==> config.mk <==
export PLATFORM = sky130hd
export DESIGN_NAME = tsr_ram
export DESIGN_NICKNAME = d
export VERILOG_FILES = /design/src/rtl/tsr_ram.sv
export SDC_FILE = /design/constraint.sdc
export NUM_CORES = 2
export LEC_CHECK = 0
export BUFFER_PORTS_ARGS = -buffer_cell sky130_fd_sc_hd__buf_2
export CAP_MARGIN = 20
export CORE_UTILIZATION = 45
export DETAILED_ROUTE_END_ITERATION = 10
export PLACE_DENSITY = 0.66
export SYNTH_ARGS = -nofsm -noshare
export SYNTH_HDL_FRONTEND = slang
export SYNTH_SLANG_ARGS = --single-unit
==> constraint.sdc <==
create_clock -name clk -period 2.6 [get_ports clk]
set_input_delay 0.26 -clock clk [delete_from_list [all_inputs] [get_ports clk]]
set_output_delay 0.26 -clock clk [all_outputs]
set_load 0.1 [all_outputs]
==> src/rtl/tsr_ram.sv <==
// Generic single-write, single-read RAM with registered read data.
module tsr_ram #(
	parameter int WIDTH = 8,
	parameter int DEPTH = 256
) (
	input  logic                     clk,
	input  logic                     we,
	input  logic [$clog2(DEPTH)-1:0] waddr,
	input  logic [WIDTH-1:0]         wdata,
	input  logic [$clog2(DEPTH)-1:0] raddr,
	output logic [WIDTH-1:0]         rdata
);

	logic [WIDTH-1:0] mem [DEPTH];

	always_ff @(posedge clk) begin
		if (we) begin
			mem[waddr] <= wdata;
		end
		rdata <= mem[raddr];
	end

endmodule

==> summary.md <==
| Metric | Value |
|---|---|
| Area Overhead vs Synth | 17.32% |
| Top layer in use | met5 |
| Global-route wire length before repair | around 290000 um |
| Least-Margin Pin Slew | between 0.8 and 0.9 ns |
| Num CTS Buffers | 196 |
| Top cell type's share of synthesized area | 77.30% |
| Post-Synth XOR/XNOR Area | 0% |
| Detail Route met3 WL | 16890 um |
| Most used DFF post-synth | edfxtp_1 |
| Critical path fanouts, max | 1 |
| Adder-cell area share of the yosys netlist | 0% |
| RSZ-0062 raised after global routing | false |
| Synth cell types | 55 |
| Final Max Tran Viols | 0 |
| Core ar. | 0.1748 mm2 |
| Yosys top cell by area | edfxtp_1 |
| WL final | 196500 um |
| Post-Syn Instances | 3733 |
| Drt pass-1 iters | 5 |
| DR iter-0 viols | between 5000 and 6000 |
| P_leak | ~30 nW |
| Worst Setup End Kind | flip-flop |
| Routed length on met1 | 76710 um |
| Placed insts | 6501 |
| Drt via density | 5.902 |
| Antenna-violating nets left | 0 |
| Worst-Skew Late Latency | between 0.8 and 0.9 ns |
| WL per Instance | between 20 and 30 um |
| Clk_skew | around 0.043 ns |
| Max capacitance violation total | 0 |
| I/O pins | 34 |
| Crit path DAT | roughly 3.2 ns |
| Tmin final | 2.496 ns |
| Global route overflow | 0 |
| Util after Layout | between 50% and 60% |
| Initial antenna violation count | 12 |
| Post-synth EDFFs | 2048 |
| CTS max path bufs | 3 |
| Compound-Gate Fraction of Synth Area | 3.419% |
| Synth top cells by count | edfxtp_1 (2048), mux4_2 (454), nor2_1 (282) |
| Die ar. | 0.1785 mm2 |
| Clk root buf | clkbuf_16 |
| HP Class | in -> reg |
| Setup ws final | approximately 0.10 ns |
| Total setup buffers inserted after CTS | 0 |
| DRC viols | 0 |
| Final setup TNS | 0 ns |
| Pwr per Cell Area | between 700 and 800 mW/mm2 |
| Fin. Hold Viols | 0 |
| Routed wl met2 | 96770 um |
| Nets@finish | 4407 |
| Max H-tree Level | 4 |
| CTS clk-pin slew, worst paths | 0.06 ns |
| Startpoint types | flip-flop |
| Die Span Y | ~420 um |
| # setup viols final | 0 |
| Worst vdd ir | around 570 uV |
| Post-Layout Cell Count | 6876 |
| Top-count cell post-synth | edfxtp_1 |
| CTS tree | done |
| Sequential area share after synthesis | 77.50% |
| Vias in the first global route | 41110 |
| Total number of vias | roughly 40000 |
| Syn Std Cell Area | 0.07956 mm2 |
| Syn_area_per_cell | 21.31 um2 |
| Synth top area cells | edfxtp_1 (77%), mux4_2 (13%), mux2i_1 (1.7%), nor2_1 (1.3%), a22oi_1 (1.3%) |
| Simple-Gate Fraction of Synth Area | 2.628% |
| Period utilization | a little over nine tenths |
| Number of synthesized register bits | between 2000 and 2500 |
| Row cnt | 153 |
| Syn Nets | 3759 |
| Post-route cell area | 0.09334 mm2 |
| Sink Count | 2056 |
| Largest net degree at the start of global routing | 107 |
| Relative slew slack | a little over two fifths |
| GR Util All Layers | 22.11% |
| Yosys warnings | 0 |
| Pwr Total | slightly below 70 mW |
| Hold Slack | 0.06011 ns |
| Die width | 422.5 um |
| Share of layout cells above drive strength 1 | 31.19% |
| Combinational family with the most area after synthesis | multiplexers |
| Critical path class | reg -> reg |
| Fmax | 400.7 MHz |
| Multiplexer share of the synthesized area | 14.62% |
| Asr flop ratio synth | 0% |
| Area of placed instances | 0.08710 mm2 |
| Outcome | finished, final reports clean |
| Gp weighted congestion | 0.8612 |
| PortBufs | 33 |
| Worst Path Required | about 3.3 ns |
| DP Wirelength | 127600 um |
| Initial Utilization | 45.52% |
| Pre-CTS setup slack | -0.8003 ns |
[worst max-delay path, stage by stage (launching register included)]
cell and delay, ns:
edfxtp_1 0.37, mux4_2 0.50, mux4_2 0.47, nor2b_1 0.21, nor4_2 0.56, buf_4 0.21, nor4_2 0.04
[routing by layer]
layer	GRT usage [%]	vias up
met3	4.165	342
met2	35.94	1892
met5	0	-
met1	30.39	21350
li1	-	17000
met4	6.824	2
[report_power, final]
part	total (mW)	switching [mW]	internal, mW
logic	3.90	2.40	1.49
registers	36.6	0.0682	36.5
clock network	27.4	12.2	15.2
total	67.9	14.6	53.2
[sequential cells by signal, indices dropped and copies added, names as in the netlist]
signal  count
rdata       8
mem      2048
[logic make-up after synthesis]
logic type             count (synthesis)
buffers and inverters                235
flip-flops                          2056
multiplexers                         591
AO/OA/AOI/OAI                        385
AND/OR/NAND/NOR                      466
[layout by cell type (no fill, tap or decap), types with 28 or more instances in the layout]
master,count
edfxtp_1,2048
buf_4,569
mux4_2,454
nor2_1,279
clkbuf_16,199
mux2i_1,134
a22oi_1,133
a21oi_1,96
buf_12,75
clkbuf_1,52
clkinv_1,51
o221ai_1,46
clkinv_2,37
nand3_1,34
nand2_1,33
o22ai_1,28
nor2b_1,28
[final cells by class]
class / instances / area [um2]
flip-flops and latches: 2056 / 61660
clock inverters: 114 / 949.7
inverters: 2 / 7.507
repair buffers: 683 / 6102
fillers: 13210 / 81440
diodes: 2 / 5.005
well taps: 2325 / 2909
multi-input cells: 1442 / 16520
clock buffers: 252 / 5189
[repair_timing]
action,in CTS,in global routing
hold buffers,7,0
endpoints found under the hold margin,330,0
gates resized for setup,2,2
setup endpoints to repair,2,2
pin swaps,0,0
[worst paths after layout]
path | startpoint | endpoint | slack (ns) | cells past startpoint
worst max-delay path | mem[87][2]$_DFFE_PP_ | rdata[2]$_DFF_P_ | 0.10 | 6
worst min-delay path | wdata[6] | mem[125][6]$_DFFE_PP_ | 0.06 | 1
worst max register to register | mem[87][2]$_DFFE_PP_ | rdata[2]$_DFF_P_ | 0.10 | 6
worst min register to register | mem[40][3]$_DFFE_PP_ | rdata[3]$_DFF_P_ | 1.10 | 7
No activity file was read; power rests on OpenSTA's default activity.
